`config.mk`:
```
export PLATFORM = sky130hd
export DESIGN_NAME = gnas_ctrl
export DESIGN_NICKNAME = d
export VERILOG_FILES = /design/src/hdl/gnas_pkg.sv /design/src/hdl/gnas_ctrl.sv
export SDC_FILE = /design/constraint.sdc
export NUM_CORES = 1
export LEC_CHECK = 0
export BUFFER_PORTS_ARGS = -buffer_cell sky130_fd_sc_hd__buf_4
export CAP_MARGIN = 20
export CORE_MARGIN = 2
export CORE_UTILIZATION = 25
export CTS_CLUSTER_DIAMETER = 150
export DETAILED_ROUTE_END_ITERATION = 8
export MAX_ROUTING_LAYER = met4
export PLACE_DENSITY = 0.46
export SETUP_SLACK_MARGIN = 0.15
export SLEW_MARGIN = 10
export SYNTH_ARGS = -nofsm -noshare
export SYNTH_HDL_FRONTEND = slang
export SYNTH_SLANG_ARGS = --single-unit
```
`constraint.sdc`:
```
create_clock -name clk_i -period 3.5 [get_ports clk_i]
set_input_delay 0 -clock clk_i [delete_from_list [all_inputs] [get_ports clk_i]]
set_output_delay 0 -clock clk_i [all_outputs]
set_load 0.005 [all_outputs]
```
`src/hdl/gnas_pkg.sv`:
```
// shared types and constants of the grid neighbor average smoother
package gnas_pkg;

  localparam int CMD_W    = 2;
  localparam int COORD_W  = 6;
  localparam int HEIGHT_W = 16;
  localparam int PASS_W   = 8;

  typedef enum logic [CMD_W-1:0] {
    CMD_WRITE  = 2'd0,
    CMD_SMOOTH = 2'd1,
    CMD_READ   = 2'd2,
    CMD_NONE   = 2'd3
  } cmd_e;

  typedef enum logic [2:0] {
    ST_CLEAR,
    ST_IDLE,
    ST_CALC,
    ST_CALC_END,
    ST_COPY,
    ST_COPY_END
  } gnas_state_e;

  // order in which the four neighbors of a point are fetched
  typedef enum logic [1:0] {
    NB_NORTH = 2'd0,
    NB_SOUTH = 2'd1,
    NB_WEST  = 2'd2,
    NB_EAST  = 2'd3
  } nbr_e;

  typedef struct packed {
    logic valid;
    logic first;
    logic last;
  } mean_ctl_t;

endpackage

```
`src/hdl/gnas_ctrl.sv`:
```
// sequencer: command decode, clearing sweep, pass walk and copy back
module gnas_ctrl #(
  parameter int GRID_SIZE    = 64,
  parameter int HEIGHT_WIDTH = 16
) (
  input  logic                                     clk_i,
  input  logic                                     rst_ni,
  input  logic                                     start_i,
  output logic                                     busy_o,
  input  logic [gnas_pkg::CMD_W-1:0]               command_i,
  input  logic [gnas_pkg::COORD_W-1:0]             row_i,
  input  logic [gnas_pkg::COORD_W-1:0]             col_i,
  input  logic signed [gnas_pkg::HEIGHT_W-1:0]     height_in_i,
  input  logic [gnas_pkg::PASS_W-1:0]              passes_i,
  output logic                                     done_o,
  output logic [gnas_pkg::HEIGHT_W-1:0]            height_out_o,
  output logic [gnas_pkg::CMD_W-1:0]               done_command_o,
  output logic                                     store_we_o,
  output logic [$clog2(GRID_SIZE*GRID_SIZE)-1:0]   store_waddr_o,
  output logic [HEIGHT_WIDTH-1:0]                  store_wdata_o,
  output logic [$clog2(GRID_SIZE*GRID_SIZE)-1:0]   store_raddr_o,
  input  logic signed [HEIGHT_WIDTH-1:0]           store_rdata_i,
  output logic [$clog2(GRID_SIZE*GRID_SIZE)-1:0]   scratch_raddr_o,
  input  logic [HEIGHT_WIDTH-1:0]                  scratch_rdata_i,
  output gnas_pkg::mean_ctl_t                      mean_ctl_o,
  output logic [$clog2(GRID_SIZE*GRID_SIZE)-1:0]   mean_addr_o
);
  import gnas_pkg::*;

  localparam int CELLS = GRID_SIZE * GRID_SIZE;
  localparam int AW    = $clog2(CELLS);
  localparam int RW    = $clog2(GRID_SIZE);
  localparam logic [AW-1:0] FIRST_PT  = AW'(GRID_SIZE + 1);
  localparam logic [AW-1:0] LAST_PT   = AW'((GRID_SIZE - 2) * GRID_SIZE + GRID_SIZE - 2);
  localparam logic [AW-1:0] LAST_CELL = AW'(CELLS - 1);
  localparam logic [AW-1:0] ROW_STEP  = AW'(GRID_SIZE);
  localparam logic [RW-1:0] LAST_COL  = RW'(GRID_SIZE - 2);

  gnas_state_e          state_q, state_d;
  logic [AW-1:0]        pt_q, pt_d;
  logic [RW-1:0]        col_q, col_d;
  nbr_e                 nb_q, nb_d;
  logic [PASS_W-1:0]    pass_q, pass_d;
  logic                 cp_vld_q, cp_vld_d;
  logic [AW-1:0]        cp_addr_q, cp_addr_d;
  logic                 done_q, done_d;
  logic                 rd_q, rd_d;
  cmd_e                 dcmd_q, dcmd_d;
  logic [HEIGHT_W-1:0]  hout_q, hout_d;

  logic                    in_range;
  logic [AW-1:0]           in_addr;
  logic signed [HEIGHT_WIDTH-1:0] h_in;
  logic [AW-1:0]           pt_next;
  logic [RW-1:0]           col_next;

  assign in_range = (32'(row_i) < GRID_SIZE) && (32'(col_i) < GRID_SIZE);
  assign in_addr  = AW'(32'(row_i) * GRID_SIZE + 32'(col_i));
  assign h_in     = HEIGHT_WIDTH'(height_in_i);

  // step to the next interior point, skipping the two border columns
  always_comb begin
    if (col_q == LAST_COL) begin
      pt_next  = pt_q + AW'(3);
      col_next = RW'(1);
    end else begin
      pt_next  = pt_q + AW'(1);
      col_next = col_q + RW'(1);
    end
  end

  always_ff @(posedge clk_i or negedge rst_ni) begin
    if (!rst_ni) begin
      state_q  <= ST_CLEAR;
      pt_q     <= '0;
      col_q    <= '0;
      nb_q     <= NB_NORTH;
      pass_q   <= '0;
      cp_vld_q <= 1'b0;
      done_q   <= 1'b0;
      rd_q     <= 1'b0;
    end else begin
      state_q  <= state_d;
      pt_q     <= pt_d;
      col_q    <= col_d;
      nb_q     <= nb_d;
      pass_q   <= pass_d;
      cp_vld_q <= cp_vld_d;
      done_q   <= done_d;
      rd_q     <= rd_d;
    end
  end

  always_ff @(posedge clk_i) begin
    cp_addr_q <= cp_addr_d;
    dcmd_q    <= dcmd_d;
    hout_q    <= hout_d;
  end

  always_comb begin
    state_d   = state_q;
    pt_d      = pt_q;
    col_d     = col_q;
    nb_d      = nb_q;
    pass_d    = pass_q;
    cp_vld_d  = 1'b0;
    cp_addr_d = cp_addr_q;
    done_d    = 1'b0;
    rd_d      = 1'b0;
    dcmd_d    = dcmd_q;
    hout_d    = hout_q;

    busy_o          = (state_q != ST_IDLE);
    store_we_o      = cp_vld_q;
    store_waddr_o   = cp_addr_q;
    store_wdata_o   = scratch_rdata_i;
    store_raddr_o   = in_addr;
    scratch_raddr_o = pt_q;
    mean_ctl_o      = '0;
    mean_addr_o     = pt_q;

    case (state_q)
      ST_CLEAR: begin
        store_we_o    = 1'b1;
        store_waddr_o = pt_q;
        store_wdata_o = '0;
        if (pt_q == LAST_CELL) begin
          pt_d    = '0;
          state_d = ST_IDLE;
        end else begin
          pt_d = pt_q + AW'(1);
        end
      end
      ST_IDLE: begin
        if (start_i) begin
          case (cmd_e'(command_i))
            CMD_WRITE: begin
              done_d = 1'b1;
              dcmd_d = CMD_WRITE;
              hout_d = in_range ? HEIGHT_W'(h_in) : '0;
              if (in_range) begin
                store_we_o    = 1'b1;
                store_waddr_o = in_addr;
                store_wdata_o = h_in;
              end
            end
            CMD_READ: begin
              done_d = 1'b1;
              dcmd_d = CMD_READ;
              rd_d   = in_range;
              hout_d = '0;
            end
            CMD_SMOOTH: begin
              if (passes_i == '0) begin
                done_d = 1'b1;
                dcmd_d = CMD_SMOOTH;
                hout_d = '0;
              end else begin
                state_d = ST_CALC;
                pt_d    = FIRST_PT;
                col_d   = RW'(1);
                nb_d    = NB_NORTH;
                pass_d  = '0;
              end
            end
            default: begin
            end
          endcase
        end
      end
      ST_CALC: begin
        mean_ctl_o.valid = 1'b1;
        mean_ctl_o.first = (nb_q == NB_NORTH);
        mean_ctl_o.last  = (nb_q == NB_EAST);
        case (nb_q)
          NB_NORTH: store_raddr_o = pt_q - ROW_STEP;
          NB_SOUTH: store_raddr_o = pt_q + ROW_STEP;
          NB_WEST:  store_raddr_o = pt_q - AW'(1);
          NB_EAST:  store_raddr_o = pt_q + AW'(1);
          default:  store_raddr_o = pt_q;
        endcase
        nb_d = nbr_e'(2'(nb_q + 2'd1));
        if (nb_q == NB_EAST) begin
          if (pt_q == LAST_PT) begin
            state_d = ST_CALC_END;
          end else begin
            pt_d  = pt_next;
            col_d = col_next;
          end
        end
      end
      ST_CALC_END: begin
        // last mean lands in scratch this cycle
        state_d = ST_COPY;
        pt_d    = FIRST_PT;
        col_d   = RW'(1);
      end
      ST_COPY: begin
        cp_vld_d  = 1'b1;
        cp_addr_d = pt_q;
        if (pt_q == LAST_PT) begin
          state_d = ST_COPY_END;
        end else begin
          pt_d  = pt_next;
          col_d = col_next;
        end
      end
      ST_COPY_END: begin
        if (PASS_W'(pass_q + PASS_W'(1)) == passes_i) begin
          done_d  = 1'b1;
          dcmd_d  = CMD_SMOOTH;
          hout_d  = '0;
          pass_d  = '0;
          pt_d    = '0;
          state_d = ST_IDLE;
        end else begin
          pass_d  = PASS_W'(pass_q + PASS_W'(1));
          pt_d    = FIRST_PT;
          col_d   = RW'(1);
          nb_d    = NB_NORTH;
          state_d = ST_CALC;
        end
      end
      default: begin
        state_d = ST_IDLE;
      end
    endcase

    done_o         = done_q;
    done_command_o = dcmd_q;
    height_out_o   = rd_q ? HEIGHT_W'(store_rdata_i) : hout_q;
  end

endmodule

```
==> results of run 1 <==
-- worst max path at each step --
stage,startpoint,end,slack (ns)
floorplan,pass_q[1],done_command_o[0],0.66
global placement,pass_q[0],hout_q[10],0.64
detailed placement,pass_q[0],hout_q[14],0.59
CTS,state_q[1],store_waddr_o[1],0.29
global route,mean_addr_o[2],store_raddr_o[11],0.24
finish,state_q[1],store_waddr_o[3],0.51
-- worst max-delay path: cells and delay by family, from the launching register on --
family | cells | cell delay [ns]
simple gates | 2 | 0.94
compound gates | 1 | 0.31
fa+ha+maj | 1 | 0.60
buf+inv | 2 | 0.30
flops | 1 | 0.50
-- routing by layer --
layer  vias to the layer above  global-route usage, %  share of wire (%)
met4                         0                  5.728                2.0
met3                        21                  2.656                5.0
met2                       150                  26.34                 47
met5                         -                      -                  0
li1                       2491                      -                  -
met1                      2437                  20.66                 46
-- flip-flops by register name, indices dropped and copies added (netlist names) --
name	count
cp_vld_q	1
rd_q	1
done_command_o	2
mean_addr_o	12
cp_addr_q	12
hout_q	16
pass_q	8
nb_q	2
done_o	1
col_q	6
state_q	3
-- synth_stat cells (all sizes together) (18+ instances only) --
| cell type | n |
|---|---|
| edfxtp | 30 |
| a22o | 24 |
| nor3 | 18 |
| and2 | 24 |
| a21oi | 48 |
| dfrtp | 34 |
| nand2 | 76 |
| o21ai | 43 |
| inv | 21 |
| clkbuf | 37 |
| nand3 | 19 |
| nor2 | 33 |
| buf | 19 |
-- power groups by stage --
stage,clock [mW],combinational (mW),sequential [mW]
floorplan,0,0.558,0.912
global placement,0,0.877,0.968
detailed placement,0,0.882,0.973
CTS,1.05,0.901,0.957
global route,1.09,1.01,0.974
finish,1.02,0.907,0.958
-- what timing repair did --
action                                  in CTS  in global routing
endpoints found under the hold margin       52                  0
endpoints found under the setup margin       0                 12
hold buffers                                19                  0
buffers inserted                             0                  0
gates resized for setup                      0                  1
-- per-stage QoR --
stage / setup WS [ns] / hold WS [ns]
4_1_cts: 0.2927 / 0.05420
3_5_place_dp: 0.5922 / 0.01143
5_1_grt: 0.2439 / 0.07300
6_report: 0.5104 / 0.06244
2_1_floorplan: 0.6571 / -0.2956
3_3_place_gp: 0.6352 / 0.01041
-- kinds of logic after synthesis --
| kind of cell | Yosys count |
|---|---|
| adders and majority gates | 17 |
| DFF | 64 |
| muxes | 17 |
| buffers and inverters | 77 |
| xor gates and xnor gates | 23 |
| AOI/OAI and AO/OA | 188 |
| and+or+nand+nor | 215 |
-- final cells by class --
cell class	instances	area [µm²]	share of cell area, %
multi-input cells	460	2952	42.57
flip-flops and latches	64	1752	25.27
repair buffers	192	1489	21.48
well taps	265	331.6	4.783
clock buffers	12	236.5	3.411
clock inverters	4	93.84	1.354
inverters	21	78.83	1.137
==> impl_results.md, run 1 <==
- Comb pwr share: 31.4%
- Pre-antenna DRT Iters: 5
- Max_cap viols: 0
- Worst hold-check path type: input pin to register
- Synth unique cells: 74
- Worst path slowest cell: and2_1
- Slowest cell delay on critical path: 0.66 ns
- CTS buffer count: 9
- Clock slew at reported path FFs: about 0.06 ns
- Sequential fraction of the synthesis area: 34.70%
- NetSw: 0.9608 mW
- Antenna cells: 0
- Sw frac: between 30% and 40%
- Critical path launch point type: register
- Via count: 5099
- Crit share post-route: between 80% and 90%
- DP Area: 6410 µm²
- Routed WL: 17.00 mm
- Synth top area cells: edfxtp_1 18%, dfrtp_1 17%, nand2_1 5.7%, a21oi_1 4.8%, a22o_1 4.2%
- Nets: approximately 840
- CTS tree: yes
- Reg power frac: 33.1%
- Clock Power Share: 35.5%
- Reg2reg start: pass_q[0]
- Largest net degree at the start of global routing: 35
- Design area: slightly below 7000 µm²
- Max Fclk: 334.5 MHz
- Internal: 1.928 mW
- Synthesized area per cell: 8.400 µm²
- CP Data Required Time: around 3.5 ns
- Initial Util: 25.69%
- Mapped cell area: 5049 µm²
- Avg WL per Cell: 16.70 µm
- DRT iter0 DRCs: approximately 310
- Commonest non-fill, non-tap cell in the layout: buf_4
- Reg2reg setup slack: 0.58 ns
- CTS max path bufs: 2
- Antenna violations before repair: 0
- Synth Area in Compound Gates: 25.20%
- Critical path cell sequence: inv_1 > ha_1 > and2_1 > nor2_2 > a22o_1 > buf_4
- Post-Layout Cell Count: 1018
- Core area: 19650 µm²
- Mux contribution to synthesized area: 3.792%
- Area Overhead vs Synth: 37.32%
- Post-synthesis async set-or-reset flop share: between 50 and 60%
- CP Capture Type: output port
- Die Area: 21350 µm²
- Placed cells: approximately 1000
- Total Power: 2.889 mW
- Worst-margin pin slew: roughly 0.87 ns
- # rows: 51
- Max-slew violations: 0
- TNS Setup: 0 ns
- Leak: roughly 2.9 nW
- First-pass GRT wire length: 27.30 mm
- Final Setup Violations: 0
- RD Place Congestion: 0.8689
- Die height: between 100 and 150 µm
- Syn Nets: between 600 and 700
- Synth Area in Adders: 4.362%
- Clock Skew: 0.006969 ns
- Cell accounting for the most synthesized area: edfxtp_1
- Kind of critical path: register to output port
- Min-delay src: command_i[0]
- DRC: 0
- Post-Syn Instances: 601
- Clock sink count: 64
- Filler Cell Count: 2087
- CTS root buffer: clkbuf_16
- Max IR drop VDD: between 0.15 and 0.2 mV
- Post-synth EDFFs: 30
- Yosys reg bits: 64
- Vias in the first global route: ~5000
- Syn. warnings: 0
- Most frequent cells in the layout: 173 x buf_4, 76 x nand2_1, 48 x a21oi_1
- Largest family of logic cells by synthesized area: compound AO/OA/AOI/OAI gates
- Total GRT Usage: 16.28%
- H-tree depth: 3
- R2R Path End: hout_q[4]
- Critical Path AT: 2.99 ns
- GR Overflow Total: 0
- Finished Core Util: around a third
- Fin. Hold Viols: 0
- Worst Hold Endpoint: rd_q
- Outcome: finished, final reports clean
- RSZ-0062 raised after global routing: no
- Top-area cell type share of the netlist area: 17.84%
- Crit-path max FO: 17
- Via density: 5.009
- Simple-gate portion of the synthesized area: 21.07%
- Die width: between 100 and 150 µm
- I/O pin count: 161
- Max-slew headroom: 41.86%
- Antenna Nets Post-Route: 0
- Worst reg-to-reg path cell count: 9
- Port bufs: 160
- Fin crit period: 2.990 ns
- Power density over the cells: 416.7 nW/µm²
- Xor-xnor portion of the synthesized cell area: 3.990%
- Ys flop type: dfrtp_1
- Skew-Pair Late Insertion Delay: 0.34 ns
- DPL Wire Length: 12.70 mm
- Hold Path Depth: 3
- Share of cells above drive strength 1: 28.95%
(Power assumes the default switching activity.)
==> run 2: changes to the inputs <==
--- a/config.mk
+++ b/config.mk
@@ -8,11 +8,11 @@
 export BUFFER_PORTS_ARGS = -buffer_cell sky130_fd_sc_hd__buf_4
 export CAP_MARGIN = 20
 export CORE_MARGIN = 2
-export CORE_UTILIZATION = 25
+export CORE_UTILIZATION = 50
 export CTS_CLUSTER_DIAMETER = 150
 export DETAILED_ROUTE_END_ITERATION = 8
 export MAX_ROUTING_LAYER = met4
-export PLACE_DENSITY = 0.46
+export PLACE_DENSITY = 0.8
 export SETUP_SLACK_MARGIN = 0.15
 export SLEW_MARGIN = 10
 export SYNTH_ARGS = -nofsm -noshare
==> run 2 against run 1 <==
  * Global-route usage up 14 points
  * Non-clock buffer count rose by 1
  * Highest routed layer unchanged
  * Critical path depth is 2 higher
  * Fmax is 0.39% lower
  * Design area shrank 4.2%
  * Clock-buffer cell count shrank 3
  * Critical endpoint is now store_raddr_o[11]
  * Sequential power is 3.0% higher
  * Die area is 49% lower
==> impl_results.md, run 2 (same netlist as run 1, synthesis figures left out) <==
- DRC: 0 (unchanged)
- Skew-Pair Late Insertion Delay: 0.35 ns (about the same)
- CTS tree: yes
- Max IR drop VDD: 0.3612 mV (+96%)
- Vias in the first global route: 4900 (-1.7%)
- Die height: 104.5 µm (-28%)
- Finished Core Util: 67.93% (+33 points)
- Nets: 839 (+0.12%)
- Die width: 104.5 µm (-28%)
- Share of cells above drive strength 1: 29.18% (+0.23 points)
- Core area: 9774 µm² (-50%)
- Critical path cell sequence: nand3_1 > or2_2 > nor3_1 > xnor2_1 > o21ai_0 > a21oi_1 > a21oi_1 > buf_4
- Clock sink count: 64 (unchanged)
- Leak: 2.853 nW (-2.0%)
- Kind of critical path: register to output port
- Fin. Hold Viols: 0 (unchanged)
- I/O pin count: 161 (unchanged)
- Commonest non-fill, non-tap cell in the layout: buf_4
- Min-delay src: command_i[0]
- Design area: 6640 µm² (-4.2%)
- Placed cells: 851 (-13%)
- DP Area: 6245 µm² (-2.6%)
- DPL Wire Length: 11.37 mm (-11%)
- Worst hold-check path type: input pin to register
- Filler Cell Count: 767 (-63%)
- Outcome: finished, final reports clean
- First-pass GRT wire length: 25.63 mm (-6.1%)
- Postcts setup bufs: 0 (unchanged)
- Slowest cell delay on critical path: 0.74 ns (+0.08 ns)
- Max-slew violations: 0 (unchanged)
- Via count: 5346 (+4.8%)
- Worst Hold Endpoint: done_command_o[0]
- Cts-stage hold buffer count: 20 (+1)
- Routed WL: 15.96 mm (-6.1%)
- Port bufs: 160 (unchanged)
- Critical Path AT: 3.00 ns (about the same)
- Final Setup Violations: 0 (unchanged)
- Reg2reg start: nb_q[1]
- Critical path launch point type: register
- Max-slew headroom: 49.95% (+8.1 points)
- Largest Register: hout_q
- Crit-path max FO: 21 (+4)
- RD Place Congestion: 1.012 (+16%)
- Total GRT Usage: 29.87% (+14 points)
- CTS root buffer: clkbuf_8
- Clock slew at reported path FFs: 0.08 ns (+0.02 ns)
- Total Power: 2.487 mW (-14%)
- CTS buffer count: 9 (unchanged)
- Clock Skew: 0.01507 ns (+0.008102 ns)
- Multi-input logic area: 2949 µm² (about the same)
- Area Overhead vs Synth: 31.52%
- Power density over the cells: 374.6 nW/µm² (-10%)
- Initial Util: 51.65% (+26 points)
- Antenna cells: 0 (unchanged)
- Worst slack at placement: 0.6294 ns (+0.03718 ns)
- # rows: 36 (-29%)
- TNS Setup: 0 ns (unchanged)
- Fin crit period: 3.001 ns (+0.01176 ns)
- Via density: 6.027 (+20%)
- CTS max path bufs: 2 (unchanged)
- CP Data Required Time: 3.50 ns (about the same)
- RSZ-0062 raised after global routing: no
- Final WS setup: 0.4986 ns (-0.01176 ns)
- Crit share post-route: 85.75% (+0.34 points)
- Register area: 1752 µm² (unchanged)
- GR Overflow Total: 0 (unchanged)
- Max reg flops: 16 (unchanged)
- Avg WL per Cell: 17.99 µm (+7.7%)
- Largest net degree at the start of global routing: 35 (unchanged)
- Hold Path Depth: 3 (unchanged)
- Max_cap viols: 0 (unchanged)
- Most frequent cells in the layout: 173 x buf_4, 76 x nand2_1, 48 x a21oi_1
- Worst reg-to-reg path cell count: 8 (-1)
- Max Fclk: 333.2 MHz (-0.39%)
- DRT iter0 DRCs: 443 (+44%)
- R2R Path End: mean_addr_o[6]
- Post-Layout Cell Count: 887 (-13%)
- Die Area: 10920 µm² (-49%)
- Pre-antenna DRT Iters: 5 (unchanged)
- Worst hold margin: 0.07167 ns (+0.009234 ns)
- Antenna violations before repair: 0 (unchanged)
- Worst path slowest cell: dfrtp_1
- H-tree depth: 3 (unchanged)
- CP Capture Type: output port
- Reg2reg setup slack: 0.54 ns (-0.04 ns)
- Critical Path Most Common Cell: a21oi_1
- Worst-margin pin slew: 0.7480 ns (-0.1209 ns)
- Post-cts resize count: 0 (unchanged)
- Antenna Nets Post-Route: 0 (unchanged)
-- run 2: cell count changes in the layout (fill, tap and decap cells not counted), moves of 2 or more --
cell | before | now
clkbuf_16 | 9 | 0
clkbuf_8 | 0 | 9
clkinvlp_4 | 0 | 2
clkbuf_1 | 3 | 0
bufinv_16 | 3 | 1
-- run 2: worst max path at each step --
stage / start / end / slack [ns]
5_1_grt: nb_q[1] / mean_addr_o[6] / 0.27
4_1_cts: mean_addr_o[2] / store_raddr_o[11] / 0.57
3_3_place_gp: pass_q[0] / hout_q[0] / 0.66
6_report: mean_addr_o[2] / store_raddr_o[11] / 0.50
2_1_floorplan: pass_q[1] / done_command_o[0] / 0.66
3_5_place_dp: pass_q[0] / hout_q[3] / 0.63
-- run 2: layer usage --
| layer | routed length (µm) | track usage [%] |
|---|---|---|
| met5 | 0 | - |
| met3 | 1359 | 5.514 |
| met1 | 6649 | 38.73 |
| met2 | 7535 | 47.20 |
| met4 | 412 | 10.04 |
-- run 2: layout make-up --
class	instances	share of cell area (%)
Sequential cell	64	26.38
Inverter	21	1.187
Clock buffer	9	1.865
Multi-Input combinational cell	460	44.41
Tap cell	133	2.506
Timing Repair Buffer	193	22.57
Clock inverter	7	1.074
-- run 2: worst max-delay path, delay by kind of cell, from the launching register on --
family          cells  cell delay [ns]
compound gates      3             0.53
flops               1             0.74
xor+xnor            1             0.11
buf+inv             1             0.13
simple gates        3             1.13
-- run 2: where the power goes --
part / internal [mW] / total [mW] / switching, mW / leakage, nW
Combinational: 0.381 / 0.848 / 0.467 / 2.06
Clock: 0.329 / 0.653 / 0.324 / 0.0933
Sequential: 0.841 / 0.987 / 0.146 / 0.697
