[config.mk]
export PLATFORM = sky130hd
export DESIGN_NAME = gnas_mean_unit
export DESIGN_NICKNAME = d
export VERILOG_FILES = /design/src/hdl/gnas_pkg.sv /design/src/hdl/gnas_mean_unit.sv
export SDC_FILE = /design/constraint.sdc
export NUM_CORES = 1
export LEC_CHECK = 0
export BUFFER_PORTS_ARGS = -buffer_cell sky130_fd_sc_hd__buf_2
export CELL_PAD_IN_SITES_DETAIL_PLACEMENT = 0
export CELL_PAD_IN_SITES_GLOBAL_PLACEMENT = 1
export CORE_MARGIN = 5
export CORE_UTILIZATION = 39
export DETAILED_ROUTE_END_ITERATION = 10
export GPL_TIMING_DRIVEN = 0
export PLACE_DENSITY_LB_ADDON = 0.2
export SYNTH_ARGS = -nofsm -noshare
export SYNTH_HDL_FRONTEND = slang
export SYNTH_SLANG_ARGS = --single-unit
[constraint.sdc]
create_clock -name clk_i -period 3.7 [get_ports clk_i]
set_clock_uncertainty 0.05 [all_clocks]
set_input_delay 0.555 -clock clk_i [delete_from_list [all_inputs] [get_ports clk_i]]
set_output_delay 0.555 -clock clk_i [all_outputs]
set_load 0.02 [all_outputs]
[src/hdl/gnas_pkg.sv]
// shared types and constants of the grid neighbor average smoother
package gnas_pkg;

  localparam int CMD_W    = 2;
  localparam int COORD_W  = 6;
  localparam int HEIGHT_W = 16;
  localparam int PASS_W   = 8;

  typedef enum logic [CMD_W-1:0] {
    CMD_WRITE  = 2'd0,
    CMD_SMOOTH = 2'd1,
    CMD_READ   = 2'd2,
    CMD_NONE   = 2'd3
  } cmd_e;

  typedef enum logic [2:0] {
    ST_CLEAR,
    ST_IDLE,
    ST_CALC,
    ST_CALC_END,
    ST_COPY,
    ST_COPY_END
  } gnas_state_e;

  // order in which the four neighbors of a point are fetched
  typedef enum logic [1:0] {
    NB_NORTH = 2'd0,
    NB_SOUTH = 2'd1,
    NB_WEST  = 2'd2,
    NB_EAST  = 2'd3
  } nbr_e;

  typedef struct packed {
    logic valid;
    logic first;
    logic last;
  } mean_ctl_t;

endpackage

[src/hdl/gnas_mean_unit.sv]
// shared accumulator that sums four neighbor reads and writes the floored mean
module gnas_mean_unit #(
  parameter int HEIGHT_WIDTH = 16,
  parameter int ADDR_WIDTH   = 12
) (
  input  logic                           clk_i,
  input  logic                           rst_ni,
  input  gnas_pkg::mean_ctl_t            ctl_i,
  input  logic [ADDR_WIDTH-1:0]          addr_i,
  input  logic signed [HEIGHT_WIDTH-1:0] rdata_i,
  output logic                           we_o,
  output logic [ADDR_WIDTH-1:0]          waddr_o,
  output logic [HEIGHT_WIDTH-1:0]        wdata_o
);
  import gnas_pkg::*;

  localparam int SUM_W = HEIGHT_WIDTH + 2;

  mean_ctl_t               ctl_q;
  logic [ADDR_WIDTH-1:0]   addr_q;
  logic signed [SUM_W-1:0] acc_q, acc_d;
  logic signed [SUM_W-1:0] sum;

  // ctl and address are delayed to line up with the registered read data
  always_ff @(posedge clk_i or negedge rst_ni) begin
    if (!rst_ni) begin
      ctl_q <= '0;
    end else begin
      ctl_q <= ctl_i;
    end
  end

  always_ff @(posedge clk_i) begin
    addr_q <= addr_i;
    acc_q  <= acc_d;
  end

  always_comb begin
    if (ctl_q.first) begin
      sum = SUM_W'(rdata_i);
    end else begin
      sum = acc_q + SUM_W'(rdata_i);
    end
    acc_d   = ctl_q.valid ? sum : acc_q;
    we_o    = ctl_q.valid && ctl_q.last;
    waddr_o = addr_q;
    wdata_o = HEIGHT_WIDTH'(sum >>> 2);
  end

endmodule

==> results of run 1 <==
## power breakdown
part           total (mW)  switching (mW)  internal [mW]
combinational       0.440           0.242          0.198
clock               0.303           0.131          0.173
sequential          0.445          0.0151          0.430
total                1.19           0.388          0.801
## metrics by stage
step           utilization (%)  instances
2_1_floorplan                -        209
3_3_place_gp              48.1        340
3_5_place_dp              48.1        340
4_1_cts                   50.3        349
5_1_grt                   50.4        349
6_report                  50.4        349
## logic make-up after synthesis
group	after synthesis	synth area share (%)
simple gates	52	12.6
buf+inv	27	7.82
xor+xnor	8	3.37
compound gates	68	22.3
mux	3	1.56
flops	33	41.1
fa+ha+maj	18	11.2
## layer usage
| layer | share of wire [%] | global-route usage, % | vias up |
|---|---|---|---|
| met5 | 0 | 0 | - |
| met4 | 0.51 | 3.57 | 0 |
| met3 | 7.8 | 5.05 | 2 |
| met2 | 42 | 21.1 | 58 |
| met1 | 50 | 19.4 | 792 |
| li1 | - | - | 898 |
## worst max-delay path by stage
stage,to,slack [ps],cells past startpoint
3_3_place_gp,wdata_o[14],130,11
3_5_place_dp,wdata_o[14],130,11
5_1_grt,wdata_o[8],4,10
6_report,wdata_o[12],160,11
2_1_floorplan,wdata_o[12],560,9
4_1_cts,wdata_o[14],100,11
## sequential cells by signal (all words and copies together) (netlist names)
signal	cells
acc_q	18
ctl_q	3
waddr_o	12
## layout make-up
type | count | area, um^2
fillers | 532 | 2550
multi-input cells | 149 | 1070
flip-flops and latches | 33 | 856
repair buffers | 62 | 315
plain buffers | 21 | 140
clock buffers | 7 | 97.6
well taps | 70 | 87.6
inverters | 6 | 22.5
clock inverters | 1 | 5.00
## synthesized netlist by cell type, types with 2 or more instances
cell                       count
sky130_fd_sc_hd__a211o_1       3
sky130_fd_sc_hd__a211oi_1      3
sky130_fd_sc_hd__a21o_1        8
sky130_fd_sc_hd__a21oi_1      14
sky130_fd_sc_hd__a311oi_1      2
sky130_fd_sc_hd__a31oi_1       3
sky130_fd_sc_hd__and2_1        2
sky130_fd_sc_hd__and3_1        8
sky130_fd_sc_hd__buf_4        16
sky130_fd_sc_hd__clkbuf_1      4
sky130_fd_sc_hd__dfrtp_1       3
sky130_fd_sc_hd__dfxtp_1      12
sky130_fd_sc_hd__edfxtp_1     18
sky130_fd_sc_hd__ha_1         17
sky130_fd_sc_hd__inv_1         6
sky130_fd_sc_hd__mux2_2        2
sky130_fd_sc_hd__nand2_1      18
sky130_fd_sc_hd__nand3_1       5
sky130_fd_sc_hd__nor2_1        9
sky130_fd_sc_hd__nor3b_1       2
sky130_fd_sc_hd__o211ai_1      2
sky130_fd_sc_hd__o21a_1        3
sky130_fd_sc_hd__o21ai_0      15
sky130_fd_sc_hd__o21bai_1      2
sky130_fd_sc_hd__o31ai_1       3
sky130_fd_sc_hd__xnor2_1       5
sky130_fd_sc_hd__xor2_1        3
## worst register-to-register path, cell delays in order, from the launching register on
cell and delay (ps):
sky130_fd_sc_hd__edfxtp_1 370, sky130_fd_sc_hd__ha_1 230, sky130_fd_sc_hd__fa_1 420, sky130_fd_sc_hd__a21o_1 200, sky130_fd_sc_hd__a21o_1 210, sky130_fd_sc_hd__and3_1 210
sky130_fd_sc_hd__or2_1 300, sky130_fd_sc_hd__a21o_1 180, sky130_fd_sc_hd__a211o_1 260
## timing repair
item	in CTS	in global routing
hold buffers	1	0
hold endpoints to repair	3	0
endpoints found under the setup margin	0	1
gates resized for setup	0	2
## layout by cell type, fill, tap and decap left out, types with 5 or more instances in the layout
cell type                   n
sky130_fd_sc_hd__a21o_1     8
sky130_fd_sc_hd__a21oi_1   14
sky130_fd_sc_hd__and3_1     8
sky130_fd_sc_hd__buf_2     62
sky130_fd_sc_hd__buf_4     16
sky130_fd_sc_hd__clkbuf_1   5
sky130_fd_sc_hd__clkbuf_8   5
sky130_fd_sc_hd__dfxtp_1   12
sky130_fd_sc_hd__edfxtp_1  18
sky130_fd_sc_hd__ha_1      17
sky130_fd_sc_hd__inv_1      6
sky130_fd_sc_hd__nand2_1   18
sky130_fd_sc_hd__nand3_1    5
sky130_fd_sc_hd__nor2_1     9
sky130_fd_sc_hd__o21ai_0   14
sky130_fd_sc_hd__xnor2_1    5
==> results.md, run 1 <==
- The congestion estimate from routability-driven global placement came to 0.796.
- Static timing analysis puts the maximum clock frequency at 282 MHz.
- The estimated wirelength of the detail-placed design is 3590 um.
- The placeable core region is 0.00514 mm^2.
- During placement, the flow inserted port buffers numbering 61.
- The final wirelength is 4690 um.
- The netlist area before placement is 0.00208 mm^2.
- Synthesis produced a netlist whose cell count is 209.
- Setup repair after global routing left no endpoint under its margin.
- The insertion delay to the later sink of the worst-skew pair is 280 ps.
- The number of cells on the worst reg-to-reg path is 8.
- STA puts the critical path data required time at 3090 ps.
- The endpoint identified for the worst register-to-register timing path is acc_q[14]$_DFFE_PP_.
- Dividing the detail-routed wire length by the instance count gives 13.4 um.
- Row generation in the floorplan step produced 26 rows.
- The deepest level of the CTS H-tree is 2.
- After synthesis, the share of flip-flops with an asynchronous set or reset is 9.09%.
- The area fraction of the dominant cell type after synthesis is 26.0%.
- The x dimension of the die is 83.0 um.
- The global-route congestion overflow total is 0.
- STA classifies the critical path startpoint as an input port.
- The floorplan step set the die height to 83.0 um.
- The final number of hold-violating endpoints is 0.
- Before antenna repair, the detailed router went through 4 iterations.
- The leakage power total is 1.22 nW.
- The count of cell types in the netlist is 48.
- The classification of the worst setup path is input port to primary output.
- The power density relative to cell area is 459 mW/mm^2.
- The startpoint identified for the worst register-to-register timing path is acc_q[0]$_DFFE_PP_.
- Sequential cells were found to cover 41.1% of the synthesized design area.
- The number of clock buffers added by TritonCTS is 5.
- Hold is met by 327 ps.
- Walking the worst path, the cells encountered are buf_2 > ha_1 > fa_1 > a21o_1 > a21o_1 > and3_1 > or2_1 > a21o_1 > a211o_1 > buf_4 > buf_2.
- Dividing the final minimum period by the clock period gives 95.7%.
- The slew at the pin with the worst max-slew slack is 842 ps.
- The routed layout has 1750 vias.
- The maximum number of buffers from clock root to sink is 2.
- The startpoint of the worst setup timing path is rdata_i[0].
- The detail route stage leaves a number of antenna-violating nets equal to 0.
- The most frequent cell on the critical path is sky130_fd_sc_hd__a21o_1.
- The largest net degree at the start of global routing is 20.
- The area of the die is 0.00690 mm^2.
- The DRC violation total after the first TritonRoute iteration is 89.
- The number of vias per cell after detailed routing is 5.01.
- The net total in the final layout is 329.
- After clock tree synthesis, the clock-pin slew on the worst setup and hold paths is 70 ps.
- The slowest stage of the critical path is the sky130_fd_sc_hd__fa_1 cell.
- Sorting the synthesized cells by area gives the leading types as sky130_fd_sc_hd__edfxtp_1 26%, sky130_fd_sc_hd__dfxtp_1 12%, sky130_fd_sc_hd__ha_1 10%, sky130_fd_sc_hd__buf_4 5.8%, sky130_fd_sc_hd__dfrtp_1 3.6%.
- The total negative setup slack is 0 ps.
- The finished cells cover 0.00259 mm^2.
- The most used flip-flop cell after synthesis is sky130_fd_sc_hd__edfxtp_1.
- TritonCTS built the clock tree.
- Timing analysis after detailed placement gives a worst setup slack of 127 ps.
- The DRC violation count after routing is 0.
- The cell sitting at the root of the clock tree is a sky130_fd_sc_hd__clkbuf_8.
- The worst path needs 3540 ps of the cycle, external delays included.
- The number of antenna repair diodes is 0.
- During I/O placement, the number of pins put on the boundary was 62.
- The number of stages on the worst hold path is 1.
- The number of enable flip-flop cells after synthesis is 18.
- Along the worst path, the maximum fanout reaches 3.
- The Yosys step of the flow raised 0 warnings.
- The startpoint of the lowest-slack hold path is addr_i[5].
- The number of setup buffers added after CTS is 0.
- The worst hold path terminates at waddr_o[5]$_DFF_P_.
- The run finished with clean final reports.
- The arrival time reported for the critical path endpoint is 2940 ps.
- The final max-slew violation count is 0.
- Setup violations remaining at the end of the flow were counted as 0.
- The net count after synthesis is 260.
- The ratio of cells with drive above 1 in the final layout is 33.7%.
- The peak ir drop on the vdd network is 0.283 mV.
- The internal reg-to-reg setup slack is 1040 ps.
- The post-synthesis cell type with the largest combined area is sky130_fd_sc_hd__edfxtp_1.
- Summing all placed instances gives a cell area of 0.00247 mm^2.
- The class of the worst hold path is input port to flop.
- Clock tree synthesis found a total of 33 sinks.
- Averaged over all synthesized cells, the footprint is 9.96 um^2.
- Synthesis inferred 33 register bits.
- The family with the most delay on the worst path is compound AO/OA/AOI/OAI gates.
- The delay contributed by the slowest stage of the critical path is 420 ps.
- The final worst-path setup slack is 159 ps.
- The number of buffers and inverters on the critical path is 3.
- Measured against its own limit, the worst slew margin works out to 43.8%.
- The power consumption is 1.19 mW.
- The area growth from synthesis to layout is 24.6%.
- The number of antenna violations at the first check in global routing was 0.
- Across every metal layer, demand over resource in global routing totals 14.1%.
- The first global-routing pass estimated 8050 um of wire.
- The initial utilization of the core area, before any placement, comes to 40.5%.
- The via count of the first global-routing pass is 1681.
- The endpoint class of the critical path is a primary output.
- The max-capacitance violation count is 0.
Note: power is estimated with default switching activity, not from simulation.
==> run 2, diff against run 1 <==
Settings changed: CORE_UTILIZATION 39 to 42.
Clock period 3.7 ns to 4.2 ns, I/O delays scaled along.
==> run 2 against run 1 <==
  * Count of clock-buffer cells in the layout decreased by 2
  * Final cell count down 1.1%
  * Design area decreased by 1.4%
  * Global-route usage is 1.8 points higher
  * Clock power is 20% lower
  * Critical path type unchanged
==> results.md, run 2 (synthesized netlist as in run 1, its figures left out) <==
- Summing over every cut layer, the via total after detailed routing is 1750.
- The final max-slew violation count was 0.
- The master cell of the clock root buffer is sky130_fd_sc_hd__clkbuf_8.
- The number of optimization iterations in the first detailed-route pass is 4.
- The delay contributed by the slowest stage of the critical path is 410 ps.
- On the critical path the largest part of the delay comes from compound AO/OA/AOI/OAI gates.
- The largest net degree at the start of global routing is 20.
- In the global route stage, overall resource usage came out at 16.0%.
- The x dimension of the die is 80.4 um.
- TritonCTS built the clock tree.
- Dividing the detail-routed via count by the number of cells gives 5.07.
- The arrival time reported for the critical path endpoint is 2990 ps.
- The ratio of cells with drive above 1 in the final layout is 33.8%.
- The post-cts repair resize count is 0.
- The number of buffer and inverter instances along the worst setup path is 3.
- For this run, design rule violations remaining after detail routing come to 0.
- The fraction of the cycle the final worst path needs is 87.4%.
- The register with the most flip-flops is acc_q.
- The layout has 479 filler cells.
- The via count of the first global-routing pass is 1776.
- The slowest stage of the critical path is the sky130_fd_sc_hd__fa_1 cell.
- The maximum net fanout on the critical path is 3.
- STA puts the critical path data required time at 3520 ps.
- Once placement finished, the instance area stood at 0.00247 mm^2.
- Dividing total power by cell area gives a power density of 398 mW/mm^2.
- Summed over all cells, the static leakage comes to 1.21 nW.
- After clock tree synthesis, the clock-pin slew on the worst setup and hold paths is 70 ps.
- The congestion estimate from routability-driven global placement came to 0.784.
- The path class of the tightest hold or removal check is input port to async pin.
- The hold slack is 76.8 ps.
- After clock tree synthesis, the setup repair step added 0 buffers.
- The number of antenna diodes in the final layout is 0.
- Once the floorplan was initialized, standard cells occupied 43.8% of the core.
- The commonest non-fill, non-tap cell in the layout is sky130_fd_sc_hd__buf_2.
- The cell total after placement is 337.
- Setup repair after global routing left no endpoint under its margin.
- In the final timing run, aggregate negative setup slack is 0 ps.
- The classification of the worst setup path is input port to primary output.
- The placeable core region is 0.00475 mm^2.
- Across the run, the number of max-cap violations was 0.
- Summed over all nets, the half-perimeter wirelength after detailed placement is 3620 um.
- The maximum frequency from static timing analysis is 272 MHz.
- VDD sags by at most 0.287 mV.
- The DRC violation total after the first TritonRoute iteration is 94.
- Setup violations remaining at the end of the flow were counted as 0.
- The number of buffers inserted during clock tree synthesis is 5.
- The final number of hold-violating endpoints is 0.
- The worst setup path is launched from an input port.
- With fillers left out, the area of the finished cells amounts to 0.00256 mm^2.
- The net total in the final layout is 328.
- The register with the most flip-flops in the layout has 18 of them.
- After detailed routing, the total wire length is 4640 um.
- Once detail routing completed, the nets flagged for antenna violations numbered 0.
- Counting I/O delays and the setup requirement, the final critical path takes 3670 ps.
- The slew at the pin with the worst max-slew slack is 847 ps.
- At the later pin of the worst-skew pair, clock insertion delay measures 280 ps.
- The sequential standard cell area is 856 um^2.
- In the layout the commonest cells are 62 x sky130_fd_sc_hd__buf_2, 18 x sky130_fd_sc_hd__nand2_1, 18 x sky130_fd_sc_hd__edfxtp_1, 17 x sky130_fd_sc_hd__ha_1, 16 x sky130_fd_sc_hd__buf_4.
- In the final layout, the multi-input gates occupy 0.00106 mm^2.
- The endpoint class of the critical path is a primary output.
- The worst pin sits at a relative slew slack of 43.6%.
- The number of input and output port buffers inserted is 61.
- The number of core rows is 25.
- Buffers inserted to repair hold after CTS numbered 0.
- The global-route congestion overflow total is 0.
- The number of sinks driven by the clock tree is 33.
- For this run, the number of standard cells in the final layout without fillers is 345.
- The first-pass GRT wire length is 8180 um.
- The run finished with clean final reports.
- The signal on the critical path passes through buf_2 > ha_1 > fa_1 > a21o_1 > a21o_1 > and3_1 > o21ai_0 > a21oi_1 > a311oi_1 > buf_4 > buf_2.
- From bottom edge to top edge, the die measures 80.4 um.
- The H-tree generated during clock tree synthesis spans 2 levels.
- The power consumption is 1.02 mW.
- The number of antenna violations at the first check in global routing is 0.
- The die covers 0.00646 mm^2.
- The top-level port count is 62.
- The area growth from synthesis to layout is 22.9%.
- After detailed routing, the average wire length per cell comes to 13.5 um.
- The maximum number of buffers from clock root to sink is 2.
## run 2: metrics by stage
stage / setup WS [ps] / utilization, %
floorplan: 909 / -
global placement: 531 / 51.9
detailed placement: 515 / 51.9
CTS: 502 / 53.8
global route: 270 / 53.8
finish: 530 / 53.8
## run 2: per-layer routing
metal | vias up | track usage, % | routed length [um] | part of all wire [%]
met1 | 788 | 21.4 | 2230 | 48
met3 | 4 | 5.61 | 416 | 9.0
met2 | 55 | 24.8 | 1970 | 42
li1 | 903 | - | - | -
met5 | - | 0 | 0 | 0
met4 | 0 | 3.04 | 30 | 0.65
## run 2: layout make-up
type / count / area share [%]
Buffer: 21 / 5.48
Clock buffer: 5 / 2.69
Clock inverter: 3 / 0.734
Inverter: 6 / 0.881
Multi-Input combinational cell: 149 / 41.5
Sequential cell: 33 / 33.5
Tap cell: 67 / 3.28
Timing Repair Buffer: 61 / 11.9
## run 2: power breakdown
group / internal [mW] / switching [mW] / leakage, nW
combinational: 0.173 / 0.212 / 0.852
clock: 0.118 / 0.124 / 0.0493
sequential: 0.379 / 0.0134 / 0.314
total: 0.669 / 0.349 / 1.21
## run 2: worst paths after layout
kind                                    start                   to  slack, ps  cells past startpoint
min in group clk_i                  addr_i[4]   waddr_o[4]$_DFF_P_        400                      1
min reg2reg                acc_q[0]$_DFFE_PP_   acc_q[0]$_DFFE_PP_        620                      2
max reg2reg                acc_q[0]$_DFFE_PP_  acc_q[14]$_DFFE_PP_       1570                      8
min                                    rst_ni   ctl_q[2]$_DFF_PN0_         80                      1
max in group asynchronous              rst_ni   ctl_q[0]$_DFF_PN0_       3920                      1
max                                rdata_i[0]          wdata_o[14]        530                     11
==> run 3, diff against run 2 <==
Settings changed: CORE_UTILIZATION 42 to 43, CTS_BUF_LIST from default to sky130_fd_sc_hd__clkbuf_4.
==> run 3 against run 2 <==
  * Sequential share of layout area stayed put
  * Die area fell by 2.0%
  * Sequential power barely moved
  * Total power is 0.72% higher
  * Register-to-register slack barely moved
  * Maximum frequency is essentially flat
  * Critical path depth stayed put
  * Hold slack improved by 250 ps
  * Sequential cell count did not move
  * Critical endpoint is now wdata_o[12]
==> results.md, run 3 (synthesized netlist as in run 1, its figures left out) <==
- In this run the core area contains 25 standard-cell rows.
- In the layout the commonest cells are 62 x sky130_fd_sc_hd__buf_2, 18 x sky130_fd_sc_hd__nand2_1, 18 x sky130_fd_sc_hd__edfxtp_1, 17 x sky130_fd_sc_hd__ha_1, 16 x sky130_fd_sc_hd__buf_4.
- The overall via count from detail_route is 1777.
- In the routed design, unresolved DRC markers number 0.
- The initial cell density of the core is 44.1%.
- The power density relative to cell area is 401 mW/mm^2.
- Routability-driven placement finished with a final weighted congestion of 0.836.
- After clock tree synthesis, the repair step resized 0 gates.
- In this run the worst path has a maximum fanout of 3.
- The peak ir drop on the vdd network is 0.224 mV.
- Entering global routing, the biggest net connects 20 pins.
- The number of antenna violations at the first check in global routing is 0.
- The die boundary height is 79.6 um.
- STA classifies the critical path endpoint as a primary output.
- The layout has 453 filler cells.
- Summed over all layers, the routed wires come to 4730 um.
- Dividing the detail-routed wire length by the instance count gives 13.7 um.
- Clock tree synthesis inserted a total of 5 buffers.
- After detailed routing, the number of vias per cell comes to 5.14.
- The number of sinks driven by the clock tree is 33.
- After the first detailed-routing iteration, the DRC count stood at 117.
- The via count of the first global-routing pass is 1763.
- The worst relative slew slack is 43.4%.
- During I/O placement, the number of pins put on the boundary was 62.
- The first global-routing pass estimated 8080 um of wire.
- The leakage power total is 1.21 nW.
- The max-capacitance violation count is 0.
- The insertion delay to the later sink of the worst-skew pair is 350 ps.
- The signal on the critical path passes through buf_2 > ha_1 > fa_1 > a21o_1 > a21o_1 > and3_1 > or2_1 > a2111oi_2 > a211o_1 > buf_4 > buf_2.
- The first detailed-routing pass took 4 iterations.
- Setup violations remaining at the end of the flow were counted as 0.
- The number of input and output port buffers inserted is 61.
- The total negative setup slack is 0 ps.
- The overall routing resource usage is 16.1%.
- The startpoint type of the worst setup path is an input port.
- The global-route congestion overflow total is 0.
- The number of antenna repair diodes is 0.
- The register with the most flip-flops in the layout has 18 of them.
- Counting tap cells, the placed design contains a total of 337 instances.
- The net total in the final layout is 329.
- Leaving out fill and tap cells, the most frequent cell in the layout is sky130_fd_sc_hd__buf_2.
- Clock-pin slew was measured on the worst setup and hold paths at 110 ps.
- The ratio of cells with drive above 1 in the final layout is 33.3%.
- The register with the most flip-flops is acc_q.
- The tree is rooted in a sky130_fd_sc_hd__clkbuf_4.
- Data on the critical path is required at its endpoint by 3520 ps.
- Setup repair after global routing left no endpoint under its margin.
- The final max-slew violation count was 0.
- The estimated wirelength of the detail-placed design is 3580 um.
- The power consumption is 1.03 mW.
- The class of the worst hold path is input port to flop.
- The largest single stage delay on the critical path is 420 ps.
- In this run the number of H-tree levels came out at 2.
- Timing would allow up to 272 MHz.
- The slew at the pin with the worst max-slew slack is 850 ps.
- The arrival time reported for the critical path endpoint is 2990 ps.
- The fraction of the cycle the final worst path needs is 87.4%.
- The run finished with clean final reports.
- The multi-input combinational cells in the finished layout cover a total of 0.00106 mm^2.
- For the finished layout, the period the worst path requires is 3670 ps.
- The cell at the slowest stage of the critical path is sky130_fd_sc_hd__fa_1.
- The die is 79.6 um wide.
- The final number of hold-violating endpoints is 0.
- The area growth from synthesis to layout is 22.9%.
- The post-route antenna net violation count is 0.
- The maximum number of buffers from clock root to sink is 2.
- Summing all flip-flop and latch instances after layout gives 856 um^2.
- The area of the die is 0.00633 mm^2.
- The count of cells in the finished layout, fillers not included, comes to 346.
- The floorplan step defined a core boundary enclosing 0.00472 mm^2.
- The classification of the worst setup path is input port to primary output.
- The clock tree from TritonCTS is yes.
==> run 3: cell count changes in the layout (fill, tap and decap cells not counted), sizes merged <==
cell         change
bufinv           +1
clkinv           +1
dlygate4sd3      +1
inv              -2
==> run 3: cell type report <==
cell class	instances	area share [%]
multi-input cells	149	41.5
flip-flops and latches	33	33.5
repair buffers	62	12.3
plain buffers	21	5.48
well taps	67	3.28
clock inverters	3	1.57
clock buffers	5	1.47
inverters	6	0.881
==> run 3: metal layers <==
layer	vias to the layer above	part of all wire [%]	track usage, %
li1	904	-	-
met1	801	48	21.9
met2	66	42	23.6
met3	6	9.4	6.77
met4	0	0.99	3.61
met5	-	0	0
==> run 3: timing repair <==
item | in CTS | in global routing
hold buffers | 0 | 1
buffers inserted | 0 | 0
hold endpoints to repair | 0 | 3
==> run 3: path summary, 6_finish.rpt <==
kind / start / endpoint / slack (ps) / depth (start not counted)
max: rdata_i[0] / wdata_o[12] / 530 / 11
min: addr_i[3] / waddr_o[3]$_DFF_P_ / 330 / 1
max reg2reg: acc_q[0]$_DFFE_PP_ / acc_q[14]$_DFFE_PP_ / 1570 / 8
min reg2reg: acc_q[0]$_DFFE_PP_ / acc_q[0]$_DFFE_PP_ / 640 / 2
max in group asynchronous: rst_ni / ctl_q[0]$_DFF_PN0_ / 3450 / 2
min in group asynchronous: rst_ni / ctl_q[2]$_DFF_PN0_ / 550 / 2
==> run 3: per-stage QoR <==
| stage | util (%) | setup WS [ps] | area [um^2] | hold WS, ps |
|---|---|---|---|---|
| after CTS | 53.9 | 517 | 2550 | 9.05 |
| after global routing | 54.1 | 266 | 2560 | 296 |
| final | 54.1 | 527 | 2560 | 329 |
| after detailed placement | 52.3 | 522 | 2470 | 378 |
| after global placement | 52.3 | 532 | 2470 | 376 |
| after floorplan | - | 909 | 2080 | 284 |
==> run 3: where the power goes <==
group	internal, mW	leakage [nW]	total [mW]	switching [mW]
combinational	0.174	0.856	0.387	0.213
sequential	0.378	0.314	0.392	0.0133
clock	0.124	0.0432	0.247	0.123
==> run 3: worst max-delay path, delay by kind of cell <==
| family | cells | cell delay (ps) |
|---|---|---|
| AOI/OAI and AO/OA | 4 | 890 |
| adders and majority gates | 2 | 640 |
| and+or+nand+nor | 2 | 470 |
| buffers and inverters | 3 | 340 |
